===== config.mk =====
export PLATFORM = sky130hd
export DESIGN_NAME = json_token_structure_checker_top
export DESIGN_NICKNAME = d
export VERILOG_FILES = /design/src/hdl/jtsc_pkg.sv /design/src/hdl/json_token_structure_checker_top.sv
export SDC_FILE = /design/constraint.sdc
export NUM_CORES = 1
export LEC_CHECK = 0
export ABC_AREA = 1
export BUFFER_PORTS_ARGS = -buffer_cell sky130_fd_sc_hd__buf_4
export CAP_MARGIN = 20
export CORE_ASPECT_RATIO = 0.9
export CORE_MARGIN = 2
export CORE_UTILIZATION = 47
export DETAILED_ROUTE_END_ITERATION = 8
export GPL_TIMING_DRIVEN = 0
export PLACE_DENSITY = 0.75
export SYNTH_ARGS = -nofsm -noshare
export SYNTH_HDL_FRONTEND = slang
export SYNTH_SLANG_ARGS = --single-unit

===== constraint.sdc =====
create_clock -name clk_i -period 3.7 [get_ports clk_i]
set_input_delay 0 -clock clk_i [delete_from_list [all_inputs] [get_ports clk_i]]
set_output_delay 0 -clock clk_i [all_outputs]
set_load 0.005 [all_outputs]

===== src/hdl/jtsc_pkg.sv =====
// Types, codes and constants of the JSON token structure checker.
package jtsc_pkg;

  localparam int MAX_DEPTH = 64;
  localparam int LEVEL_W   = $clog2(MAX_DEPTH);
  localparam int DEPTH_W   = 7;

  localparam logic [3:0] TK_OSTART = 4'd0;
  localparam logic [3:0] TK_OEND   = 4'd1;
  localparam logic [3:0] TK_STRING = 4'd2;
  localparam logic [3:0] TK_COLON  = 4'd3;
  localparam logic [3:0] TK_NULL   = 4'd4;
  localparam logic [3:0] TK_BOOL   = 4'd5;
  localparam logic [3:0] TK_NUMBER = 4'd6;
  localparam logic [3:0] TK_ASTART = 4'd7;
  localparam logic [3:0] TK_AEND   = 4'd8;
  localparam logic [3:0] TK_COMMA  = 4'd9;

  typedef enum logic [3:0] {
    PH_INIT   = 4'd0,
    PH_OSTART = 4'd1,
    PH_KEY    = 4'd2,
    PH_COLON  = 4'd3,
    PH_VALUE  = 4'd4,
    PH_ARRAY  = 4'd5,
    PH_ADELIM = 4'd6,
    PH_OEND   = 4'd7,
    PH_COMMA  = 4'd8,
    PH_END    = 4'd9,
    PH_ERROR  = 4'd10
  } phase_e;

  typedef enum logic [2:0] {
    ERR_NONE       = 3'd0,
    ERR_UNEXPECTED = 3'd1,
    ERR_DEPTH      = 3'd2,
    ERR_UNCLOSED   = 3'd3,
    ERR_AFTER_END  = 3'd4
  } err_e;

  typedef enum logic [1:0] {
    ST_BUSY = 2'd0,
    ST_OK   = 2'd1,
    ST_FAIL = 2'd2
  } status_e;

  typedef struct packed {
    logic [3:0] token_kind;
    logic       last_token;
  } in_item_t;

  typedef struct packed {
    logic [1:0]         status;
    logic [2:0]         error_kind;
    logic [DEPTH_W-1:0] depth;
  } out_item_t;

  function automatic logic is_scalar(input logic [3:0] t);
    return (t == TK_STRING) || (t == TK_NULL) || (t == TK_BOOL) || (t == TK_NUMBER);
  endfunction

endpackage


===== src/hdl/json_token_structure_checker_top.sv =====
// Top level of the JSON token structure checker: phase machine and result register.
// Takes one token kind per item and returns one status item per token, one item
// per clock cycle while the output is not stalled: the phase, nesting level
// and error registers are updated in the cycle a token is accepted, and the result
// lands in a single output register that accepts a new item in the same cycle its
// held result is taken. A failure sticks until the token marked last, after which
// the checker starts over for the next document. The block has no clearing pass.
module json_token_structure_checker_top (
  input  logic                clk_i,
  input  logic                rst_ni,
  input  logic                in_valid_i,
  output logic                in_ready_o,
  input  jtsc_pkg::in_item_t  in_data_i,
  output logic                out_valid_o,
  input  logic                out_ready_i,
  output jtsc_pkg::out_item_t out_data_o
);

  localparam int LW = jtsc_pkg::LEVEL_W;
  localparam logic [LW:0] MaxDepthC = (LW + 1)'(jtsc_pkg::MAX_DEPTH);

  jtsc_pkg::phase_e    phase_q, phase_d;
  logic [LW-1:0]       level_q, level_d;
  jtsc_pkg::err_e      err_q, err_d;
  jtsc_pkg::out_item_t res_d, out_data_q;
  logic                out_valid_q;
  logic                in_fire;

  logic [LW-1:0] close_lvl;
  logic [LW:0]   level_inc;
  logic          open_ok;
  logic [3:0]    tk;

  assign tk        = in_data_i.token_kind;
  assign level_inc = {1'b0, level_q} + (LW + 1)'(1);
  assign open_ok   = level_inc < MaxDepthC;
  assign close_lvl = (level_q == '0) ? '0 : level_q - LW'(1);

  assign in_ready_o  = !out_valid_q || out_ready_i;
  assign in_fire     = in_valid_i && in_ready_o;
  assign out_valid_o = out_valid_q;
  assign out_data_o  = out_data_q;

  // Next phase, level and error for the current token
  always_comb begin
    phase_d = phase_q;
    level_d = level_q;
    err_d   = err_q;
    case (phase_q)
      jtsc_pkg::PH_INIT: begin
        if (tk == jtsc_pkg::TK_OSTART) begin
          if (open_ok) begin
            level_d = level_inc[LW-1:0];
            phase_d = jtsc_pkg::PH_OSTART;
          end else begin
            phase_d = jtsc_pkg::PH_ERROR;
            err_d   = jtsc_pkg::ERR_DEPTH;
          end
        end else begin
          phase_d = jtsc_pkg::PH_ERROR;
          err_d   = jtsc_pkg::ERR_UNEXPECTED;
        end
      end
      jtsc_pkg::PH_OSTART, jtsc_pkg::PH_COMMA: begin
        if (tk == jtsc_pkg::TK_STRING) begin
          phase_d = jtsc_pkg::PH_KEY;
        end else if (tk == jtsc_pkg::TK_OEND && phase_q == jtsc_pkg::PH_OSTART) begin
          level_d = close_lvl;
          phase_d = (close_lvl == '0) ? jtsc_pkg::PH_END : jtsc_pkg::PH_OEND;
        end else if (tk == jtsc_pkg::TK_OSTART && phase_q == jtsc_pkg::PH_COMMA) begin
          if (open_ok) begin
            level_d = level_inc[LW-1:0];
            phase_d = jtsc_pkg::PH_OSTART;
          end else begin
            phase_d = jtsc_pkg::PH_ERROR;
            err_d   = jtsc_pkg::ERR_DEPTH;
          end
        end else begin
          phase_d = jtsc_pkg::PH_ERROR;
          err_d   = jtsc_pkg::ERR_UNEXPECTED;
        end
      end
      jtsc_pkg::PH_KEY: begin
        if (tk == jtsc_pkg::TK_COLON) begin
          phase_d = jtsc_pkg::PH_COLON;
        end else begin
          phase_d = jtsc_pkg::PH_ERROR;
          err_d   = jtsc_pkg::ERR_UNEXPECTED;
        end
      end
      jtsc_pkg::PH_COLON: begin
        if (jtsc_pkg::is_scalar(tk)) begin
          phase_d = jtsc_pkg::PH_VALUE;
        end else if (tk == jtsc_pkg::TK_ASTART) begin
          phase_d = jtsc_pkg::PH_ARRAY;
        end else if (tk == jtsc_pkg::TK_OSTART) begin
          if (open_ok) begin
            level_d = level_inc[LW-1:0];
            phase_d = jtsc_pkg::PH_OSTART;
          end else begin
            phase_d = jtsc_pkg::PH_ERROR;
            err_d   = jtsc_pkg::ERR_DEPTH;
          end
        end else begin
          phase_d = jtsc_pkg::PH_ERROR;
          err_d   = jtsc_pkg::ERR_UNEXPECTED;
        end
      end
      jtsc_pkg::PH_VALUE: begin
        if (tk == jtsc_pkg::TK_COMMA) begin
          phase_d = jtsc_pkg::PH_COMMA;
        end else if (tk == jtsc_pkg::TK_OEND) begin
          level_d = close_lvl;
          phase_d = (close_lvl == '0) ? jtsc_pkg::PH_END : jtsc_pkg::PH_OEND;
        end else begin
          phase_d = jtsc_pkg::PH_ERROR;
          err_d   = jtsc_pkg::ERR_UNEXPECTED;
        end
      end
      jtsc_pkg::PH_ARRAY: begin
        if (jtsc_pkg::is_scalar(tk)) begin
          phase_d = jtsc_pkg::PH_ADELIM;
        end else begin
          phase_d = jtsc_pkg::PH_ERROR;
          err_d   = jtsc_pkg::ERR_UNEXPECTED;
        end
      end
      jtsc_pkg::PH_ADELIM: begin
        if (tk == jtsc_pkg::TK_COMMA) begin
          phase_d = jtsc_pkg::PH_ARRAY;
        end else if (tk == jtsc_pkg::TK_AEND) begin
          phase_d = jtsc_pkg::PH_VALUE;
        end else begin
          phase_d = jtsc_pkg::PH_ERROR;
          err_d   = jtsc_pkg::ERR_UNEXPECTED;
        end
      end
      jtsc_pkg::PH_OEND: begin
        // Anything but a comma closes one more level first
        if (level_q == '0) begin
          phase_d = jtsc_pkg::PH_END;
        end else if (tk == jtsc_pkg::TK_COMMA) begin
          phase_d = jtsc_pkg::PH_COMMA;
        end else begin
          level_d = close_lvl;
          if (close_lvl == '0) begin
            phase_d = jtsc_pkg::PH_END;
          end else if (tk == jtsc_pkg::TK_OEND) begin
            phase_d = jtsc_pkg::PH_OEND;
          end else begin
            phase_d = jtsc_pkg::PH_ERROR;
            err_d   = jtsc_pkg::ERR_UNEXPECTED;
          end
        end
      end
      jtsc_pkg::PH_END: begin
        phase_d = jtsc_pkg::PH_ERROR;
        err_d   = jtsc_pkg::ERR_AFTER_END;
      end
      jtsc_pkg::PH_ERROR: begin
        phase_d = jtsc_pkg::PH_ERROR;
      end
      default: begin
        phase_d = jtsc_pkg::PH_ERROR;
        err_d   = jtsc_pkg::ERR_UNEXPECTED;
      end
    endcase
  end

  // Result item for the current token
  always_comb begin
    res_d.depth = jtsc_pkg::DEPTH_W'(level_d);
    if (phase_d == jtsc_pkg::PH_ERROR) begin
      res_d.status     = jtsc_pkg::ST_FAIL;
      res_d.error_kind = err_d;
    end else if (in_data_i.last_token) begin
      if (level_d != '0) begin
        res_d.status     = jtsc_pkg::ST_FAIL;
        res_d.error_kind = jtsc_pkg::ERR_UNCLOSED;
      end else begin
        res_d.status     = jtsc_pkg::ST_OK;
        res_d.error_kind = jtsc_pkg::ERR_NONE;
      end
    end else begin
      res_d.status     = jtsc_pkg::ST_BUSY;
      res_d.error_kind = jtsc_pkg::ERR_NONE;
    end
  end

  always_ff @(posedge clk_i or negedge rst_ni) begin
    if (!rst_ni) begin
      phase_q     <= jtsc_pkg::PH_INIT;
      level_q     <= '0;
      err_q       <= jtsc_pkg::ERR_NONE;
      out_valid_q <= 1'b0;
    end else begin
      if (in_fire) begin
        // Start over after the last token of a document
        if (in_data_i.last_token) begin
          phase_q <= jtsc_pkg::PH_INIT;
          level_q <= '0;
          err_q   <= jtsc_pkg::ERR_NONE;
        end else begin
          phase_q <= phase_d;
          level_q <= level_d;
          err_q   <= err_d;
        end
        out_valid_q <= 1'b1;
      end else if (out_ready_i) begin
        out_valid_q <= 1'b0;
      end
    end
  end

  always_ff @(posedge clk_i) begin
    if (in_fire) begin
      out_data_q <= res_d;
    end
  end

endmodule


==> results of run 1 <==
[worst reg2reg max path: stages, from the launching register on]
cell and delay, ns:
dfrtp_1 0.37, buf_2 0.24, inv_2 0.07, buf_4 0.18, ha_1 0.40, inv_1 0.08, o21ai_1 0.15, nand2_1 0.10
nor2_4 0.14, nand2_4 0.09, nand2_1 0.07, nand2_1 0.06, nor2_2 0.16, nor2_2 0.08, nand2_4 0.08, inv_2 0.04
nand2_1 0.05, nand2_1 0.05
[path summary, 6_finish.rpt]
check                                end  slack, ns  startpoint  depth (start not counted)
setup / recovery           out_data_o[8]       1.08  level_q[0]                         17
hold / removal               out_valid_o       0.01  in_valid_i                          3
setup reg to reg           out_data_o[8]       1.08  level_q[0]                         17
hold reg to reg                 err_q[2]       0.52    err_q[2]                          2
max in group asynchronous       err_q[1]       3.42      rst_ni                          2
min in group asynchronous     level_q[3]       0.12      rst_ni                          2
[cells by family after synthesis]
family          after synthesis
buf+inv                      56
simple gates                287
compound gates               57
xor+xnor                      1
fa+ha+maj                     3
other cells                   1
flops                        25
[stage by stage]
| step | utilization, % | worst slack (ns) | power, W |
|---|---|---|---|
| floorplan | - | 1.50 | 0.00103 |
| global placement | 52.7 | 1.15 | 0.00124 |
| detailed placement | 52.7 | 1.13 | 0.00126 |
| CTS | 53.7 | 1.11 | 0.00141 |
| global route | 53.7 | 0.869 | 0.00153 |
| finish | 53.7 | 1.08 | 0.00142 |
[state kept, by name, indices dropped and copies added, names as in the netlist]
register     cells
err_q            3
out_valid_o      1
phase_q          4
out_data_o      11
level_q          6
[per-layer routing]
| layer | vias up | wire length [µm] | GRT usage [%] |
|---|---|---|---|
| met4 | 0 | 31 | 4.60 |
| met1 | 1318 | 3590 | 35.6 |
| met3 | 2 | 591 | 2.28 |
| li1 | 1444 | - | - |
| met5 | - | 0 | 0 |
| met2 | 117 | 3510 | 39.0 |
[synthesized netlist by cell type, types with 2 or more instances]
cell and count:
nand2_1 158, nand3_1 38, nor2_1 32, inv_1 29, a21oi_1 23, o21ai_0 21
inv_2 15, dfrtp_1 14, nand3_2 12, edfxtp_1 11, nand2_2 9, nor2_4 9
nand2_4 8, nor2_2 8, o21ai_1 5, nand4_1 4, buf_2 3, buf_4 3
buf_6 3, ha_1 3, o22ai_1 3, clkbuf_1 2, nand4_2 2, nor2_8 2
[timing repair]
action / in CTS / in global routing
endpoints found under the setup margin: 0 / 0
endpoints found under the hold margin: 14 / 0
hold buffers: 1 / 0
[power by group]
part	internal, W	total (W)	switching (W)
registers	0.000353	0.000389	0.0000365
logic	0.000294	0.000872	0.000578
clock network	0.0000767	0.000155	0.0000780
[area by class of cell]
class,instances,area (µm²)
Fill cell,599,2620
Multi-Input combinational cell,349,1810
Clock buffer,4,45.0
Tap cell,70,87.6
Inverter,45,171
Buffer,11,78.8
Sequential cell,25,681
Timing Repair Buffer,22,168
==> flow_summary.yaml, run 1 <==
setup_path:
  crit_path_start_kind: "flop"
  crit_family: "simple AND/OR/NAND/NOR gates"
  critPathKind: "reg -> reg"
  crit_slowest_cell: "ha_1"
  crit_path_max_fanout: 11
  path_cells: "buf_2 -> inv_2 -> buf_4 -> ha_1 -> inv_1 -> o21ai_1 -> nand2_1 -> nor2_4 -> nand2_4 -> nand2_1 -> nand2_1 -> nor2_2 -> nor2_2 -> nand2_4 -> inv_2 -> nand2_1 -> nand2_1"
  arrival_ns: 2.64
  required_ns: 3.72
  crit_top_cell: "nand2_1"
  max_stage_delay_ns: 0.40
  crit_path_end_kind: "flop"
  path_buf_inv: 5
timing:
  fin_crit_ns: 2.62
  max-slew-margin-rel_pct: 38.9
  max_freq_ghz: 0.381
  setup_viol: 0
  worst_pin_slew_ns: 0.917
  hold_viol_final: 0
  finClkSkew_ns: 0.00284
  fin_setup_tns_ns: 0
  post-route-period-util_pct: 70.9
  rsz0062_at_grt: "false"
  whs_ns: 0.0104
  drv_slew: 0
finish:
  final_cell_mix: "nand2_1, nand3_1, nor2_1"
  fin_area_um2: 3040
  fin_nets: 469
  drive_gt1_share_pct: 22.1
  layout_commonest_cell: "nand2_1"
  area_delta_synth_final_pct: 11.0
  final_cells: 526
  antenna_cells: 0
drt:
  drc: 0
  ant_nets: 0
  routed_wl_um: 7720
  wire_per_inst_um: 14.7
  viasPerCell: 5.48
  drtIter0Drc: 288
  vias: 2881
  drt_first_pass_iters: 4
floorplan:
  start_util_pct: 48.4
  die_area_um2: 6460
  die_w_um: 84.5
  die_y_um: 76.4
  coreArea_um2: 5660
  pin_count: 23
  fp-row-count: 26
synth:
  synth_fp_nets: 442
  synth-seq-cells: 25
  synth_mux_area_share_pct: 0
  synth-xor-area-share_pct: 0.320
  synth-adder-area-share_pct: 1.37
  avgSynthCellArea_um2: 6.37
  synth.cell_area_um2: 2740
  synth_edf_count: 11
  synth-seq-area-share_pct: 24.8
  synth_cell_type_count: 37
  synth_cells: 430
  synth_top_family_by_area: "simple AND/OR/NAND/NOR gates"
  synth.top_cell.area_share_pct: 21.6
  synth_ff_type: "dfrtp_1"
  synth_compound_area_share_pct: 11.1
  ys_warn_count: 0
  async_reset_ff_share_pct: 56.0
  yosys.area_share.simple_pct: 53.1
  synth.area.top_cells: "nand2_1, dfrtp_1, edfxtp_1, nand3_1, nand3_2"
  yosysTopAreaCell: "nand2_1"
placement:
  place_area_um2: 2990
  gp_congestion: 0.939
  dp_cells: 521
  hpwl_um: 6090
  io_buffers: 21
cts:
  cts.sinks: 25
  numCtsBuffers: 3
  cts_setup_buffers: 0
  clockRootBuffer: "clkbuf_8"
  cts.repair.resized: 0
  htree_levels: 1
  cts_tree: "done"
  clockBufferDepth: 2
  path_clk_slew_ns: 0.08
  clkLatencyLatePin_ns: 0.26
power:
  vdd_drop_max_v: 0.000384
  powerDensity_nw_per_um2: 466
  leakage_nw: 1.59
global_routing:
  grt_max_degree: 21
  grt_pass1_wl_um: 12900
  gr-usage-all-layers_pct: 24.3
  grt_pass1_vias: 2661
  overflow: 0
  grt_antenna_before_repair: 0
min_path:
  hp-class: "in -> reg"
run_status:
  status: "completed"
flow_run:
  maxCapViolCount: 0
Power figures use the tool's default switching activity.
==> run 2: changes to the inputs <==
Settings changed: ABC_AREA 1 to 0, PLACE_DENSITY 0.75 to 0.78.
Clock period 3.7 ns to 2.2 ns, I/O delays scaled along.
==> run 2 against run 1 <==
Effect of this change:
- the flow now finishes with violations (negative setup slack)
- clock power grew 72%
- combinational power grew 35%
- fmax shrank 8.2%
- first-iteration DRC count grew 73%
- die area down 5.6%
- sequential share of layout area is 3.3 points lower
- area after synthesis is 5.9% lower
- non-clock buffer count grew 48
- clock skew is 0.00067 ns lower
- critical path type unchanged
- largest cell class unchanged
==> flow_summary.yaml, run 2 <==
run_status:
  status: "complete, but fails checks"
  violations: "negative setup slack"
timing:
  setup_viol: 17
  rsz0062_at_grt: "true"
  max_freq_ghz: 0.350
  post-route-period-util_pct: 130
  whs_ns: 0.0414
  drv_slew: 0
  max-slew-margin-rel_pct: 55.6
  worst_pin_slew_ns: 0.661
  setup_slack_ns: -0.657
  fin_crit_ns: 2.86
  hold_viol_final: 0
  finClkSkew_ns: 0.00217
cts:
  htree_levels: 1
  clockRootBuffer: "clkbuf_8"
  clockBufferDepth: 2
  cts_tree: "done"
  clkLatencyLatePin_ns: 0.26
  cts.sinks: 25
  numCtsBuffers: 3
  path_clk_slew_ns: 0.08
synth:
  synth-seq-cells: 25
  synth_cell_type_count: 73
  synth_cells: 331
  synth_fp_nets: 343
  ys_warn_count: 0
  synth_ff_type: "dfrtp_1"
  avgSynthCellArea_um2: 7.79
  synth-seq-area-share_pct: 26.4
  yosys-top-cells-count: "o21ai_0, nand2_1, nor2_1"
  synth.top_cell.area_share_pct: 13.6
  synth_edf_count: 11
  yosysTopAreaCell: "dfrtp_1"
  synth.cell_area_um2: 2580
  async_reset_ff_share_pct: 56.0
  synth.area.top_cells: "dfrtp_1, edfxtp_1, o21ai_0, nand2_1, nor2_1"
  yosysMostFrequentCell: "o21ai_0"
setup_path:
  crit_path_max_fanout: 5
  critPathKind: "reg -> reg"
  required_ns: 2.20
  crit_path_end_kind: "flop"
  arrival_ns: 2.86
  crit_path_start_kind: "flop"
global_routing:
  grt_max_degree: 17
  grt_antenna_before_repair: 0
  overflow: 0
  grt_pass1_vias: 2907
  grt_pass1_wl_um: 14600
  gr-usage-all-layers_pct: 31.1
flow_run:
  maxCapViolCount: 0
floorplan:
  fp-row-count: 25
  pin_count: 23
  die_w_um: 82.1
  start_util_pct: 48.8
  die_area_um2: 6100
  coreArea_um2: 5290
  die_y_um: 74.3
drt:
  drtIter0Drc: 497
  ant_nets: 0
  wire_per_inst_um: 20.6
  routed_wl_um: 9390
  drc: 0
  vias: 3168
  drt_first_pass_iters: 7
  viasPerCell: 6.96
finish:
  fin_nets: 401
  fillers: 418
  largest_register_ffs: 11
  final_cell_mix: "buf_4, nand2_1, o21ai_0"
  final_cells: 455
  drive_gt1_share_pct: 39.7
  antenna_cells: 0
  area_delta_synth_final_pct: 39.8
  layout_commonest_cell: "buf_4"
power:
  powerDensity_nw_per_um2: 564
  leakage_nw: 1.47
  vdd_drop_max_v: 0.000371
  p_total_w: 0.00203
placement:
  io_buffers: 20
  dp_cells: 418
  gp_congestion: 0.988
  hpwl_um: 6220
min_path:
  hp-class: "in -> reg"
run 2: kinds of logic (layout without fill, tap and decap cells):
family,Yosys count,in the layout,share of synthesized area [%]
compound gates,116,116,30.2
xor+xnor,2,2,0.679
fa+ha+maj,3,3,1.46
buf+inv,39,96,7.52
flops,25,25,26.4
mux,1,1,0.388
other cells,1,1,0.145
simple gates,144,144,33.2
run 2: worst max-delay path: stages, from the launching register on:
cell and delay (ns):
dfrtp_1 0.43, buf_2 0.19, or2_2 0.17, o211ai_1 0.19, and2_4 0.23, a31o_1 0.20, a2111o_1 0.39, or3_4 0.39
nor4_4 0.26, o22ai_1 0.14
run 2: metal layers:
metal	vias up	global-route usage [%]	routed length, µm
met4	0	13.0	482
met1	1464	41.4	3640
met2	250	48.3	4280
met3	69	7.77	978
li1	1385	-	-
met5	-	0	0
run 2: what timing repair did:
item                                   in CTS  in global routing
pin swaps                                  18                 19
resized for setup                          53                 54
hold buffers                                2                  0
endpoints found under the hold margin      15                  0
gates cloned                                1                  0
buffers inserted                           23                 11
setup endpoints to repair                  24                 24
run 2: area by class of cell:
| cell class | instances | area, µm² | area share, % |
|---|---|---|---|
| buffer | 25 | 174 | 4.82 |
| clock buffer | 4 | 45.0 | 1.25 |
| inverter | 11 | 46.3 | 1.28 |
| multi-input combinational | 267 | 2120 | 58.9 |
| sequential | 25 | 687 | 19.0 |
| tap | 67 | 83.8 | 2.32 |
| timing repair buffer | 56 | 445 | 12.4 |
run 2: path summary, 6_finish.rpt:
kind	endpoint	from	cells after the start	slack [ns]
worst min-delay path	out_valid_o	out_ready_i	3	0.04
max in group asynchronous	level_q[1]	rst_ni	2	1.90
worst max-delay path	out_data_o[8]	phase_q[0]	9	-0.66
min in group asynchronous	level_q[2]	rst_ni	2	0.11
worst min register to register	err_q[1]	err_q[1]	2	0.53
worst max register to register	out_data_o[8]	phase_q[0]	9	-0.66
run 2: through the flow:
step | setup TNS (ns) | utilization [%] | area, µm² | setup WS, ns
finish | -4.00 | 68.2 | 3610 | -0.657
global route | -5.42 | 68.2 | 3610 | -0.741
CTS | -4.07 | 62.6 | 3310 | -0.582
detailed placement | -9.91 | 54.3 | 2870 | -1.06
global placement | -9.36 | 54.3 | 2870 | -1.02
floorplan | -2.01 | - | 2640 | -0.496
run 2: report_power, final:
part	switching, W	total, W	internal [W]	leakage [nW]
logic	0.000660	0.00118	0.000521	1.16
clock network	0.000138	0.000267	0.000129	0.0228
registers	0.0000352	0.000584	0.000549	0.289
total	0.000833	0.00203	0.00120	1.47
==> run 3: changes to the inputs <==
Settings changed: PLACE_DENSITY 0.78 to 0.68.
==> run 3 against run 2 <==
Effect of this change:
- the flow still finishes with violations (negative setup slack)
- final cell count increased by 2.0%
- wire length grew 0.67%
- die area did not move
- critical endpoint is now out_data_o[7]
- clock skew rose by 0.0086 ns
- critical path depth rose by 2
- non-clock buffer count is 9 higher
- worst setup slack got worse by 0.022 ns
==> flow_summary.yaml, run 3 (same netlist as run 2, synthesis figures left out) <==
run_status:
  status: "complete, but fails checks"
  violations: "negative setup slack"
floorplan:
  die_area_um2: 6100
  fp-row-count: 25
  die_w_um: 82.1
  coreArea_um2: 5290
  pin_count: 23
  die_y_um: 74.3
  start_util_pct: 48.8
placement:
  hpwl_um: 6150
  gp_congestion: 0.982
  pre_cts_ws_ns: -1.06
  io_buffers: 20
  place_area_um2: 2870
timing:
  fin_crit_ns: 2.88
  hold_viol_final: 0
  post-route-period-util_pct: 131
  rsz0062_at_grt: "true"
  drv_slew: 0
  worst_pin_slew_ns: 0.732
  setup_viol: 19
  max_freq_ghz: 0.347
  setup_slack_ns: -0.680
  finClkSkew_ns: 0.0107
  fin_setup_tns_ns: -5.05
  max-slew-margin-rel_pct: 50.8
cts:
  clockBufferDepth: 2
  clockRootBuffer: "clkbuf_8"
  path_clk_slew_ns: 0.10
  cts_tree: "done"
  cts.sinks: 25
  numCtsBuffers: 3
  htree_levels: 1
  clkLatencyLatePin_ns: 0.28
setup_path:
  required_ns: 2.23
  r2r_slack_ns: -0.67
  reg2reg_from: "level_q[1]"
  endpoint: "out_data_o[7]"
  rr_endpoint: "out_data_o[7]"
  crit_path_max_fanout: 10
  crit_path_start_kind: "input pin"
  crit_top_cell: "nand4_1"
  critPathKind: "in -> reg"
  arrival_ns: 2.91
  max_stage_delay_ns: 0.66
  crit_slowest_cell: "nor4_4"
  crit_start: "in_data_i[1]"
  reg2reg_depth: 9
  path_cells: "buf_4 -> buf_6 -> nor4_4 -> clkbuf_1 -> nand4_1 -> nand4_1 -> nand4_1 -> a21o_1 -> or3_4 -> nor4_4 -> o22ai_1"
  crit_path_end_kind: "flop"
global_routing:
  grt_antenna_before_repair: 0
  grt_pass1_vias: 2813
  grt_max_degree: 17
  gr-usage-all-layers_pct: 30.7
  grt_pass1_wl_um: 14200
  overflow: 0
drt:
  drc: 0
  ant_nets: 0
  vias: 3134
  viasPerCell: 6.75
  wire_per_inst_um: 20.4
  drtIter0Drc: 409
  drt_first_pass_iters: 5
  routed_wl_um: 9450
min_path:
  hp-class: "in -> reg"
  hold-path-cell-count: 3
finish:
  final_cell_mix: "buf_4, nand2_1, o21ai_0"
  layout_commonest_cell: "buf_4"
  antenna_cells: 0
  largest_register_ffs: 11
  fillers: 410
  area_delta_synth_final_pct: 40.1
  fin_area_um2: 3610
  drive_gt1_share_pct: 39.0
  fin_nets: 410
power:
  powerDensity_nw_per_um2: 581
  vdd_drop_max_v: 0.000390
  leakage_nw: 1.49
flow_run:
  maxCapViolCount: 0
-- run 3: through the flow --
stage,util [%],std cells,total power [W],hold WS [ns]
4_1_cts,65.8,455,0.00199,0.0221
5_1_grt,68.4,464,0.00219,0.0352
3_5_place_dp,54.3,418,0.00141,-0.134
3_3_place_gp,54.3,418,0.00142,-0.139
6_report,68.4,464,0.00210,0.0168
2_1_floorplan,-,331,0.00116,-0.296
-- run 3: worst min path at each step --
| stage | start | to | slack, ns |
|---|---|---|---|
| 2_1_floorplan | rst_ni | err_q[0] | -0.30 |
| 3_3_place_gp | rst_ni | err_q[2] | -0.14 |
| 3_5_place_dp | rst_ni | err_q[2] | -0.13 |
| 4_1_cts | out_ready_i | out_valid_o | 0.02 |
| 5_1_grt | out_ready_i | out_valid_o | 0.04 |
| 6_report | out_ready_i | out_valid_o | 0.02 |
-- run 3: layout make-up --
class                           instances  area (µm²)  area share [%]
Buffer                                 26         184            5.09
Clock buffer                            3        41.3            1.14
Clock inverter                          1        7.51           0.208
Inverter                               11        46.3            1.28
Multi-Input combinational cell        267        2050            56.6
Sequential cell                        25         688            19.0
Tap cell                               67        83.8            2.32
Timing Repair Buffer                   64         515            14.3
-- run 3: timing repair --
| item | 4_1_cts | 5_1_grt |
|---|---|---|
| pin swaps | 34 | 30 |
| hold buffers | 2 | 0 |
| cloned | 0 | 1 |
| resized for setup | 75 | 27 |
| endpoints found under the setup margin | 24 | 24 |
| buffers inserted | 34 | 10 |
| hold endpoints to repair | 15 | 0 |
-- run 3: report_power, final --
group	switching [W]	internal (W)
registers	0.0000366	0.000549
logic	0.000663	0.000563
clock network	0.000159	0.000129
total	0.000858	0.00124
-- run 3: worst max-delay path: cells and delay by family --
kind	cells	cell delay (ns)
compound gates	2	0.33
buf+inv	3	0.73
simple gates	6	1.83
-- run 3: layer usage --
| metal | vias to the layer above | global-route usage, % | routed length (µm) |
|---|---|---|---|
| met2 | 229 | 48.2 | 4340 |
| met5 | - | 0 | 0 |
| met3 | 54 | 6.31 | 983 |
| met1 | 1449 | 41.7 | 3740 |
| met4 | 0 | 11.9 | 396 |
| li1 | 1402 | - | - |
